`src/design/mrca_pkg.sv`:
```
// mrca_pkg: shared types, constants and the ordered double compare
// for the row/column argmax/argmin block; no dependencies
`default_nettype none
package mrca_pkg;
	localparam int MAX_VECTOR_DEF = 64;
	localparam int CFG_IDX_W = 3;
	localparam logic [CFG_IDX_W-1:0] REG_NUM_ROWS = 3'd0;
	localparam logic [CFG_IDX_W-1:0] REG_NUM_COLS = 3'd1;
	localparam logic [CFG_IDX_W-1:0] REG_LAYOUT = 3'd2;
	localparam logic [CFG_IDX_W-1:0] REG_AXIS = 3'd3;
	localparam logic [CFG_IDX_W-1:0] REG_DIRECTION = 3'd4;

	typedef struct packed {
		logic        seed;
		logic        done;
		logic        last;
		logic        err;
		logic [15:0] idx;
		logic [15:0] pos;
	} ctl_t;

	function automatic logic is_nan(input logic [63:0] a);
		return (a[62:52] == 11'h7ff) && (a[51:0] != 52'd0);
	endfunction

	// ordered a < b, false on nan, +0 == -0
	function automatic logic dbl_lt(input logic [63:0] a, input logic [63:0] b);
		logic az;
		logic r;
		az = (a[62:0] == 63'd0) && (b[62:0] == 63'd0);
		if (is_nan(a) || is_nan(b) || az) r = 1'b0;
		else if (a[63] != b[63]) r = a[63];
		else if (a[63]) r = a[62:0] > b[62:0];
		else r = a[62:0] < b[62:0];
		return r;
	endfunction
endpackage
`default_nettype wire

```
`src/design/mrca_seq.sv`:
```
// mrca_seq: row/column position sequencer and config registers
// depends on mrca_pkg
`default_nettype none
module mrca_seq #(
	parameter int MAX_VECTOR = mrca_pkg::MAX_VECTOR_DEF,
	parameter int SW = (MAX_VECTOR > 1) ? $clog2(MAX_VECTOR) : 1
) (
	input  wire logic                            clk,
	input  wire logic                            arst_n,
	input  wire logic                            cfg_we,
	input  wire logic [mrca_pkg::CFG_IDX_W-1:0] cfg_index,
	input  wire logic [15:0]                     cfg_data,
	input  wire logic                            step,
	output mrca_pkg::ctl_t                       ctl,
	output logic [SW-1:0]                        slot,
	output logic                                 direction
);
	import mrca_pkg::*;

	logic [15:0] num_rows_q, num_cols_q, row_q, col_q, nr, nc, i, j;
	logic layout_q, axis_q, dir_q, strided;
	logic [16:0] count;

	assign nr = (num_rows_q == 16'd0) ? 16'd1 : num_rows_q;
	assign nc = (num_cols_q == 16'd0) ? 16'd1 : num_cols_q;
	assign i = (row_q >= nr) ? 16'd0 : row_q;
	assign j = (col_q >= nc) ? 16'd0 : col_q;
	assign strided = (layout_q == axis_q);
	assign count = strided ? {1'b0, (axis_q ? nr : nc)} : 17'd1;
	assign direction = dir_q;

	always_comb begin
		ctl.pos = axis_q ? i : j;
		ctl.idx = axis_q ? j : i;
		ctl.seed = (ctl.idx == 16'd0);
		ctl.err = count > 17'(MAX_VECTOR);
		ctl.done = axis_q ? (j == nc - 16'd1) : (i == nr - 16'd1);
		ctl.last = (i == nr - 16'd1) && (j == nc - 16'd1);
		slot = strided ? ctl.pos[SW-1:0] : '0;
	end

	always_ff @(posedge clk or negedge arst_n) begin
		if (!arst_n) begin
			num_rows_q <= 16'd1;
			num_cols_q <= 16'd1;
			layout_q <= 1'b0;
			axis_q <= 1'b0;
			dir_q <= 1'b0;
			row_q <= '0;
			col_q <= '0;
		end else if (cfg_we) begin
			case (cfg_index)
				REG_NUM_ROWS: num_rows_q <= cfg_data;
				REG_NUM_COLS: num_cols_q <= cfg_data;
				REG_LAYOUT: layout_q <= cfg_data[0];
				REG_AXIS: axis_q <= cfg_data[0];
				REG_DIRECTION: dir_q <= cfg_data[0];
				default: ;
			endcase
			if (cfg_index <= REG_DIRECTION) begin
				row_q <= '0;
				col_q <= '0;
			end
		end else if (step) begin
			if (!layout_q) begin
				if (j == nc - 16'd1) begin
					col_q <= '0;
					row_q <= (i == nr - 16'd1) ? 16'd0 : i + 16'd1;
				end else begin
					col_q <= j + 16'd1;
					row_q <= i;
				end
			end else begin
				if (i == nr - 16'd1) begin
					row_q <= '0;
					col_q <= (j == nc - 16'd1) ? 16'd0 : j + 16'd1;
				end else begin
					row_q <= i + 16'd1;
					col_q <= j;
				end
			end
		end
	end
endmodule
`default_nettype wire
```
`config.mk`:
```
export PLATFORM = sky130hd
export DESIGN_NAME = mrca_seq
export DESIGN_NICKNAME = d
export VERILOG_FILES = /design/src/design/mrca_pkg.sv /design/src/design/mrca_seq.sv
export SDC_FILE = /design/constraint.sdc
export NUM_CORES = 1
export LEC_CHECK = 0
export BUFFER_PORTS_ARGS = -buffer_cell sky130_fd_sc_hd__buf_4
export CORE_ASPECT_RATIO = 2
export CORE_MARGIN = 8
export CORE_UTILIZATION = 25
export CTS_CLUSTER_DIAMETER = 30
export CTS_CLUSTER_SIZE = 25
export DETAILED_ROUTE_END_ITERATION = 12
export PLACE_DENSITY_LB_ADDON = 0.15
export SYNTH_ARGS = -nofsm -noshare
export SYNTH_HDL_FRONTEND = slang
export SYNTH_SLANG_ARGS = --single-unit
```
`constraint.sdc`:
```
create_clock -name clk -period 5.6 [get_ports clk]
set_input_delay 0.56 -clock clk [delete_from_list [all_inputs] [get_ports clk]]
set_output_delay 0.56 -clock clk [all_outputs]
set_load 0.02 [all_outputs]
```
Word-level counts from Yosys, hierarchy flattened
Cells that the tools add are included.
{"block": "totals", "output_inout_bits": 43, "input_bits": 23, "regBits": 67, "word_cells": 56}
{"block": "op_classes", "reduce_logical": 12, "n_mux": 21, "addsub": 4, "n_eq_ne": 8, "order_cmp": 4}
{"op": "$mux W16", "n": 19}
{"op": "$logic_not A16 Y1", "n": 3}
{"op": "$add A16 B1 Y16 const B", "n": 2}
{"op": "$eq A16 B16 Y1", "n": 2}
{"op": "$ge A16 B16 Y1", "n": 2}
{"op": "$sub A16 B1 Y16 const B", "n": 2}
{"op": "$gt A16 B7 Y1 const B", "n": 1}
{"op": "$reduce_and A2 Y1", "n": 6}
{"op": "$eq A3 B2 Y1 const B", "n": 2}
{"op": "$mux W6", "n": 1}
{"op": "$eq A3 B1 Y1 const B", "n": 1}
{"op": "$eq A3 B3 Y1 const B", "n": 1}
{"op": "$le A3 B3 Y1 const B", "n": 1}
{"op": "$logic_not A3 Y1", "n": 1}
{"op": "$ne A2 B1 Y1 const B", "n": 1}
{"op": "$reduce_bool A2 Y1", "n": 1}
{"op": "$eq A1 B1 Y1", "n": 1}
{"op": "$logic_and A1 B1 Y1", "n": 1}
{"op": "$mux W1", "n": 1}

Logic depth before layout (Yosys ltp)
Gate-level depths: netlist (run 1).
{"block": "depth", "word_depth": 10, "depth_mapped": 21, "ltp_nobuf": 17}

Least setup slack after synthesis (run 1)
Ideal clock, no wire load.
{"block": "synth_timing", "path_kind": "reg2out", "startpoint": "register num_cols_q[8]", "endpoint": "output port ctl[35] (netlist bit)", "path_stages_with_launch": 16, "arrival_time_ns": 4.165, "required_ns": 5.040, "path_slack_ns": 0.875, "n_path_buf": 3, "path_cell_list": "dfrtp_1 -> nor4_1 -> a41oi_1 -> inv_1 -> ha_1 -> nand2b_1 -> a2111oi_0 -> or4_1 -> and3_1 -> clkbuf_1 -> clkbuf_1 -> clkbuf_1 -> nand2_1 -> o21ai_0 -> nor4_1 -> and4_1"}
{"element": "from (decl)", "line_no": "mrca_seq.sv:20", "text": "logic [15:0] num_rows_q, num_cols_q, row_q, col_q, nr, nc, i, j;"}
{"element": "from (signal assigned)", "line_no": "mrca_seq.sv:54", "text": "REG_NUM_COLS: num_cols_q <= cfg_data;"}
{"element": "to (decl)", "line_no": "mrca_seq.sv:14", "text": "output mrca_pkg::ctl_t ctl,"}

==> out/qor.yml, run 1 <==
route:
  ant_nets: 0
  drtIter0Drc: 464
  wl_per_cell_um: 20.8
  drt_wl_total_um: 25200
  drc: 0
  avgViaCountPerCell: 5.37
  route.vias.total: 6511
  drt_pre_antenna_iters: 5
power_and_ir_drop:
  clkPwrFrac_pct: 26.0
  seq_power_share_pct: 33.1
  switching_share_pct: 42.4
  netSwitchingPower_mw: 0.861
  p_int_mw: 1.17
  p_leak_nw: 2.98
  p_comb_share_pct: 40.8
  ir_drop_v: 0.000137
  power_density_nw_per_um2: 274
global_route:
  grtUsageTotal_pct: 16.3
  grt.overflow.total: 0
  antenna_found_initial: 0
  grt_pass1_vias: 6589
  grt_pass1_wl_um: 38100
  grt_max_degree: 68
critical_path:
  critPathKind: "flop to primary output"
  end_kind: "primary output"
  cp_data_arrival_time_ns: 4.75
  cp_slowest_stage_delay_ns: 0.68
  start_kind: "flop"
  cp_cell_sequence: "or4_1 > nor4_4 > a21oi_1 > inv_1 > ha_1 > a31oi_1 > nor2b_1 > o2111ai_1 > and3_1 > buf_6 > o211ai_1 > o311a_1 > or4_1 > o21ai_1 > buf_4"
  cpMostUsedCell: "or4_1"
  crit_required_ns: 5.04
  worstPathMaxFanout: 39
  critical-path-slowest-cell: "or4_1"
floorplanning:
  num_rows: 82
  die_w_um: 128
  die_y_um: 240
  die_area_um2: 30700
  pin_count: 66
  initial_utilization_pct: 25.3
  core-area_um2: 24800
yosys:
  synth_edf_count: 0
  synthFlopType: "dfrtp_1"
  netlist_area_um2: 6280
  ys_seq_elements: 67
  seq_area_frac_synth_pct: 26.8
  synth_warnings: 0
  syn_inst: 824
  async_flop_share_pct: 100
  syn-num-nets: 883
  synth.distinct_cells: 80
  avgSynthCellArea_um2: 7.62
sta:
  maxSlewHeadroom_pct: 28.5
  fin_crit_ns: 5.31
  finalSetupTns_ns: 0
  max_freq_mhz: 188
  hold_viol: 0
  finalMaxSlewViolations: 0
  skew_ns: 0.0118
  rsz0062_at_grt: "no"
  fin_crit_sh_pct: 94.8
  holdWs_ns: 0.362
  tightestPinTransition_ns: 1.07
  setup_viol_count_final: 0
cells_and_area:
  nets: 930
  drive_gt1_share_pct: 15.0
  mostFrequentLayoutCell: "nand2_1"
  area_growth_pct: 18.2
  n_antenna_cell: 0
  final_cell_mix: "nand2_1, o21ai_0, buf_4"
worst_hold_path:
  hp-class: "input port to async pin"
status:
  outcome: "finished clean"
cts:
  root_buffer: "clkbuf_16"
  clock_latency_ns: 0.35
  clk_pin_slew_worst_paths_ns: 0.06
  cts-htree-levels: 3
  numCtsBuffers: 9
  clk_path_buf_depth: 2
  cts_tree: "yes"
  cts.sinks: 67
  post_cts_buffers: 0
place:
  place_hpwl_um: 19800
  io_buffer_count: 65
  gp_congestion: 0.867
job:
  maxCapViolCount: 0
[sequential cells by signal (all words and copies together) (netlist names)]
name / cells
axis_q: 1
col_q: 16
direction: 1
layout_q: 1
num_cols_q: 16
num_rows_q: 16
row_q: 16
[path summary, 6_finish.rpt]
path / startpoint / endpoint / slack, ns / depth (start not counted)
max: num_rows_q[7] / ctl[34] / 0.29 / 15
max reg2reg: num_cols_q[4] / row_q[14] / 0.56 / 15
max in group asynchronous: arst_n / row_q[14] / 4.62 / 1
min reg2reg: direction / direction / 0.52 / 1
min: arst_n / col_q[11] / 0.36 / 1
min in group clk: cfg_data[7] / num_cols_q[7] / 0.44 / 3
[stage by stage]
step / total power [mW] / worst slack (ns) / utilization (%) / cells / area, µm²
after floorplan: 1.22 / 0.875 / - / 824 / 6280
after global placement: 1.49 / 0.499 / 28.7 / 1196 / 7130
after detailed placement: 1.50 / 0.496 / 28.7 / 1196 / 7130
after CTS: 2.04 / 0.107 / 29.8 / 1212 / 7400
after global routing: 2.16 / 0.0162 / 29.9 / 1212 / 7420
final: 2.03 / 0.289 / 29.9 / 1212 / 7420
[kinds of logic (layout without fill, tap and decap cells)]
group                      count (synthesis)  after routing  synth area share (%)
buffers and inverters                    108            160                  6.98
AOI/OAI and AO/OA                        234            234                  24.4
xor gates and xnor gates                  35             35                  5.10
adders and majority gates                 36             36                  7.18
DFF                                       67             67                  26.8
and+or+nand+nor                          334            334                  27.9
muxes                                     10             10                  1.69
[layer usage]
layer  GRT usage (%)  up-vias  part of all wire (%)
met2            26.7      203                    47
met5               0        -                     0
met3            3.04       42                   5.2
met4            7.29        0                   3.4
li1                -     3132                     -
met1            20.3     3134                    44
[area by class of cell]
type / instances / area [µm²]
Tap cell: 336 / 420
Timing Repair Buffer: 89 / 672
Inverter: 55 / 206
Clock buffer: 13 / 250
Fill cell: 2794 / 17400
Sequential cell: 67 / 1680
Clock inverter: 3 / 15.0
Multi-Input combinational cell: 649 / 4180
[synthesized netlist by cell type (7+ instances only)]
cell type	number	share of area [%]
nand4_1	11	1.1
nand2_1	106	6.3
and3_1	14	1.4
o211ai_1	8	0.96
nand3_1	60	4.8
xnor2_1	27	3.8
nor3_1	18	1.4
o2111ai_1	7	0.98
and2_1	13	1.3
a31oi_1	10	1.0
nor4_1	18	1.8
a21oi_1	33	2.6
or3_1	7	0.70
inv_1	55	3.3
o21ai_0	90	7.2
o21ai_1	8	0.64
clkbuf_1	35	2.1
nor2_1	42	2.5
buf_2	10	0.80
or4_1	11	1.3
dfrtp_1	65	26
ha_1	36	7.2
xor2_1	7	0.98
[repair_timing]
action	CTS	global route
hold endpoints to repair	0	0
endpoints found under the setup margin	0	1
gates resized for setup	0	6
hold buffers	0	0
[power groups by stage]
stage	Combinational [mW]	Sequential [mW]	Clock [mW]
2_1_floorplan	0.602	0.615	0
3_3_place_gp	0.820	0.674	0
3_5_place_dp	0.824	0.674	0
4_1_cts	0.828	0.668	0.540
5_1_grt	0.919	0.685	0.558
6_report	0.830	0.674	0.529
[worst max-delay path: cells and delay by family, from the launching register on]
kind            cells  cell delay (ns)
compound gates      6             1.21
buf+inv             3             0.60
flops               1             0.46
simple gates        5             1.88
fa+ha+maj           1             0.24
No activity file was read; power rests on OpenSTA's default activity.
==> run 2, diff against run 1 <==
SETUP_SLACK_MARGIN = 0.4   (was default)
==> run 2 against run 1 <==
Critical path depth decreased by 1. Sequential power about the same. Utilization increased by 0.31 points. Maximum frequency increased by 6.4%. Wire length decreased by 0.27%. Power increased by 0.70%. Clock-buffer cell count unchanged. Largest cell class unchanged. Critical endpoint unchanged. First-iteration DRC count increased by 11%. Non-clock buffer count increased by 2.
==> out/qor.yml, run 2 (same netlist as run 1, synthesis figures left out) <==
sta:
  finalMaxSlewViolations: 0
  skew_ns: 0.0117
  fin_crit_ns: 4.99
  tightestPinTransition_ns: 1.06
  finalSetupTns_ns: 0
  maxSlewHeadroom_pct: 28.8
  fin_crit_sh_pct: 89.1
  max_freq_mhz: 200
  setup_viol_count_final: 0
  rsz0062_at_grt: "no"
  hold_viol: 0
cells_and_area:
  n_antenna_cell: 0
  seqCellArea_um2: 1680
  nets: 932
  fillCellCount: 2783
  final_cell_mix: "nand2_1, buf_4, o21ai_0"
  fin_cells: 1214
  mostFrequentLayoutCell: "nand2_1"
  area_growth_pct: 19.5
  multi_input_area_um2: 4230
  drive_gt1_share_pct: 16.2
critical_path:
  critPathKind: "flop to primary output"
  cp_slowest_stage_delay_ns: 0.62
  path_buf_inv: 2
  r2r_slack_ns: 0.81
  end_kind: "primary output"
  cp.depth: 14
  cp_data_arrival_time_ns: 4.43
  worstReg2RegStart: "num_cols_q[2]"
  cp_cell_sequence: "or4_4 > nor4_4 > a21oi_1 > inv_1 > ha_1 > a31oi_1 > nor2b_1 > o2111ai_2 > and3_4 > a2111oi_2 > o2111ai_2 > or4_4 > o21ai_1 > buf_4"
  critical-path-slowest-cell: "or4_4"
  worstPathMaxFanout: 8
  crit_family: "simple AND/OR/NAND/NOR gates"
  timing.rr.end: "row_q[14]"
  start_kind: "flop"
  crit_required_ns: 5.04
  r2r_cells: 16
floorplanning:
  num_rows: 82
  initial_utilization_pct: 25.3
  die_area_um2: 30700
  die_w_um: 128
  core-area_um2: 24800
  pin_count: 66
  die_y_um: 240
power_and_ir_drop:
  clkPwrFrac_pct: 25.9
  netSwitchingPower_mw: 0.865
  power_mw: 2.05
  p_comb_share_pct: 41.2
  power_density_nw_per_um2: 273
  switching_share_pct: 42.3
  p_leak_nw: 3.02
  ir_drop_v: 0.000137
  seq_power_share_pct: 33.0
  p_int_mw: 1.18
global_route:
  antenna_found_initial: 0
  grt.overflow.total: 0
  grtUsageTotal_pct: 16.4
  grt_pass1_vias: 6632
  grt_max_degree: 68
  grt_pass1_wl_um: 38300
route:
  avgViaCountPerCell: 5.39
  drc: 0
  drtIter0Drc: 515
  route.vias.total: 6544
  drt_pre_antenna_iters: 5
  wl_per_cell_um: 20.7
  drt_wl_total_um: 25200
  ant_nets: 0
worst_hold_path:
  hp-class: "input port to async pin"
cts:
  clock_latency_ns: 0.35
  cts_tree: "yes"
  root_buffer: "clkbuf_16"
  hold_buffers: 0
  cts-htree-levels: 3
  numCtsBuffers: 9
  clk_pin_slew_worst_paths_ns: 0.05
  clk_path_buf_depth: 2
  cts.sinks: 67
job:
  maxCapViolCount: 0
place:
  place_inst: 1196
  io_buffer_count: 65
  gp_congestion: 0.867
  place_hpwl_um: 19800
status:
  outcome: "finished clean"
## run 2: worst register-to-register path, delay by kind of cell, from the launching register on
family | cells | cell delay, ns
compound gates | 5 | 1.32
fa+ha+maj | 1 | 0.21
buf+inv | 3 | 0.50
flops | 1 | 0.47
simple gates | 7 | 2.20
## run 2: how the worst max path moves through the flow
| stage | from | end | slack (ns) |
|---|---|---|---|
| 2_1_floorplan | num_cols_q[8] | ctl[35] | 0.88 |
| 3_3_place_gp | num_rows_q[11] | ctl[34] | 0.50 |
| 4_1_cts | num_cols_q[4] | ctl[34] | 0.41 |
| 6_report | num_rows_q[7] | ctl[34] | 0.61 |
| 3_5_place_dp | num_rows_q[11] | ctl[34] | 0.50 |
| 5_1_grt | num_rows_q[7] | ctl[34] | 0.40 |
## run 2: per-stage QoR
step	area [µm²]	hold slack, ns	setup slack, ns	utilization [%]
after floorplan	6280	0.264	0.875	-
after global placement	7130	0.504	0.499	28.7
after detailed placement	7130	0.512	0.496	28.7
after CTS	7430	0.393	0.407	29.9
after global routing	7500	0.417	0.399	30.2
final	7500	0.333	0.609	30.2
## run 2: per-layer routing
| layer | wire length, µm | vias to the layer above | track usage, % |
|---|---|---|---|
| met5 | 0 | - | 0 |
| met4 | 850 | 0 | 7.32 |
| met3 | 1370 | 42 | 3.04 |
| met2 | 11900 | 191 | 26.8 |
| met1 | 11000 | 3175 | 20.3 |
| li1 | - | 3136 | - |
## run 2: final cells by class
class,count,area share [%]
clock buffers,13,3.34
clock inverters,3,0.200
inverters,55,2.75
multi-input cells,649,56.4
flip-flops and latches,67,22.4
well taps,336,5.61
repair buffers,91,9.28
## run 2: timing repair
action	in CTS	in global routing
endpoints found under the setup margin	1	11
pin swaps	0	2
setup buffers	0	2
resized for setup	8	12
endpoints found under the hold margin	0	0
## run 2: power by group through the flow
stage	Combinational (mW)	Sequential [mW]	Clock, mW
3_5_place_dp	0.824	0.674	0
2_1_floorplan	0.602	0.615	0
3_3_place_gp	0.820	0.674	0
5_1_grt	0.935	0.687	0.558
6_report	0.843	0.675	0.530
4_1_cts	0.835	0.671	0.540
==> run 3, diff against run 2 <==
CORE_ASPECT_RATIO = default   (was 2)
RECOVER_POWER = 50   (was default)
==> run 3 against run 2 <==
The run now ends with max-capacitance violations, max-slew violations left. Combinational power fell by 1%. Register-to-register slack improved by 0.10 ns. Final area fell by 0.25%. Utilization fell by 0.15 points. Critical path depth did not move. Clock skew rose by 0.0024 ns. Die area fell by 1.0%. Clock-buffer cell count fell by 3. Via count fell by 1.4%. Largest cell class unchanged. Highest routed layer unchanged.
==> out/qor.yml, run 3 (same netlist as run 1, synthesis figures left out) <==
status:
  outcome: "finished, violations left"
  violations: "max-capacitance violations, max-slew violations"
global_route:
  antenna_found_initial: 0
  grt_max_degree: 68
  grt_pass1_vias: 6257
  grt_pass1_wl_um: 39200
  grt.overflow.total: 0
  grtUsageTotal_pct: 16.5
cts:
  cts-htree-levels: 3
  cts_tree: "yes"
  root_buffer: "clkbuf_16"
  clk_path_buf_depth: 2
  clock_latency_ns: 0.35
  numCtsBuffers: 9
  clk_pin_slew_worst_paths_ns: 0.07
  cts.sinks: 67
cells_and_area:
  fin_cells: 1206
  seqCellArea_um2: 1680
  design_area_um2: 7480
  fillCellCount: 2696
  final_cell_mix: "nand2_1, o21ai_0, buf_4"
  drive_gt1_share_pct: 16.2
  n_antenna_cell: 0
  nets: 930
  mostFrequentLayoutCell: "nand2_1"
  area_growth_pct: 19.2
  multi_input_area_um2: 4230
place:
  gp_congestion: 0.843
  place_hpwl_um: 19800
  io_buffer_count: 65
  placed_area_um2: 7110
  place_ws_ns: 0.520
  place_inst: 1187
job:
  maxCapViolCount: 1
sta:
  hold_viol: 0
  rsz0062_at_grt: "no"
  finalMaxSlewViolations: 68
  fin_ws_ns: 0.645
  fin_crit_ns: 4.96
  finalSetupTns_ns: 0
  maxSlewHeadroom_pct: -158
  fin_crit_sh_pct: 88.5
  setup_viol_count_final: 0
  max_freq_mhz: 202
  tightestPinTransition_ns: 3.87
  skew_ns: 0.0141
route:
  met3_length_um: 826
  avgViaCountPerCell: 5.35
  drt_wl_total_um: 25600
  drt-met1-wl_um: 11900
  route.vias.total: 6451
  ant_nets: 0
  drtIter0Drc: 521
  drc: 0
  met2_length_um: 12300
  wl_per_cell_um: 21.2
  top_layer_used: "met4"
  drt_pre_antenna_iters: 4
power_and_ir_drop:
  switching_share_pct: 42.6
  p_int_mw: 1.21
  ir_drop_v: 0.000124
  netSwitchingPower_mw: 0.898
  power_mw: 2.11
  seq_power_share_pct: 32.6
  p_leak_nw: 2.99
  power_density_nw_per_um2: 282
  p_comb_share_pct: 39.5
  clkPwrFrac_pct: 27.9
critical_path:
  worstPathMaxFanout: 8
  cp_data_arrival_time_ns: 4.40
  crit_required_ns: 5.04
  critPathKind: "flop to primary output"
  end_kind: "primary output"
  start_kind: "flop"
floorplanning:
  die_area_um2: 30400
  pin_count: 66
  initial_utilization_pct: 25.2
  core-area_um2: 24900
  num_rows: 58
  die_w_um: 174
  die_y_um: 174
worst_hold_path:
  hp-class: "input port to flop"
## run 3: cell types whose count changed in the layout (fill, tap and decap cells not counted), sizes merged
cell	delta
bufinv	+1
clkbuf	+2
buf	-7
clkinv	+2
## run 3: worst max-delay path, stage by stage (launching register included)
cell       delay [ns]
dfrtp_1          0.46
or4_4            0.62
nor4_4           0.27
a21oi_1          0.15
inv_1            0.16
ha_1             0.25
a31oi_1          0.15
nor2b_1          0.07
o2111ai_2        0.26
o2111ai_1        0.20
mux2i_1          0.27
o2111ai_2        0.22
or4_4            0.61
o21ai_0          0.17
buf_4            0.17
## run 3: path summary, 6_finish.rpt
| kind | slack, ns | cells past startpoint | end | startpoint |
|---|---|---|---|---|
| worst max-delay path | 0.64 | 14 | ctl[34] | num_rows_q[7] |
| worst min-delay path | 0.42 | 3 | num_rows_q[4] | cfg_data[4] |
| worst max register to register | 0.91 | 17 | row_q[14] | num_rows_q[7] |
| worst min register to register | 0.64 | 1 | direction | direction |
| max in group asynchronous | 1.55 | 1 | num_rows_q[4] | arst_n |
| min in group asynchronous | 1.53 | 1 | row_q[1] | arst_n |
## run 3: layer usage
metal | global-route usage [%] | vias up
met5 | 0 | -
met3 | 1.95 | 31
li1 | - | 3122
met2 | 27.4 | 155
met1 | 22.0 | 3143
met4 | 5.31 | 0
## run 3: timing repair
action                                 in CTS  in global routing
buffers inserted                            2                  1
hold buffers                                0                  0
cloned                                      0                  0
pin swaps                                   1                  2
endpoints found under the hold margin       0                  0
setup endpoints to repair                   3                 19
resized for setup                           3                 17
## run 3: power groups by stage
stage          combinational, mW  clock (mW)  sequential (mW)
6_report                   0.833       0.590            0.687
3_5_place_dp               0.818           0            0.690
4_1_cts                    0.823       0.601            0.683
2_1_floorplan              0.602           0            0.615
3_3_place_gp               0.823           0            0.690
5_1_grt                    0.916       0.621            0.701
## run 3: final cells by class
| type | count | share of cell area [%] |
|---|---|---|
| sequential | 67 | 22.5 |
| inverter | 55 | 2.76 |
| timing repair buffer | 89 | 8.78 |
| multi-input combinational | 649 | 56.5 |
| clock inverter | 6 | 0.887 |
| tap | 330 | 5.52 |
| clock buffer | 10 | 3.06 |
## run 3: through the flow
step / utilization (%) / hold slack (ns)
after floorplan: - / 0.264
after global placement: 28.5 / 0.600
after detailed placement: 28.5 / 0.599
after CTS: 29.8 / 0.389
after global routing: 30.0 / 0.439
final: 30.0 / 0.425
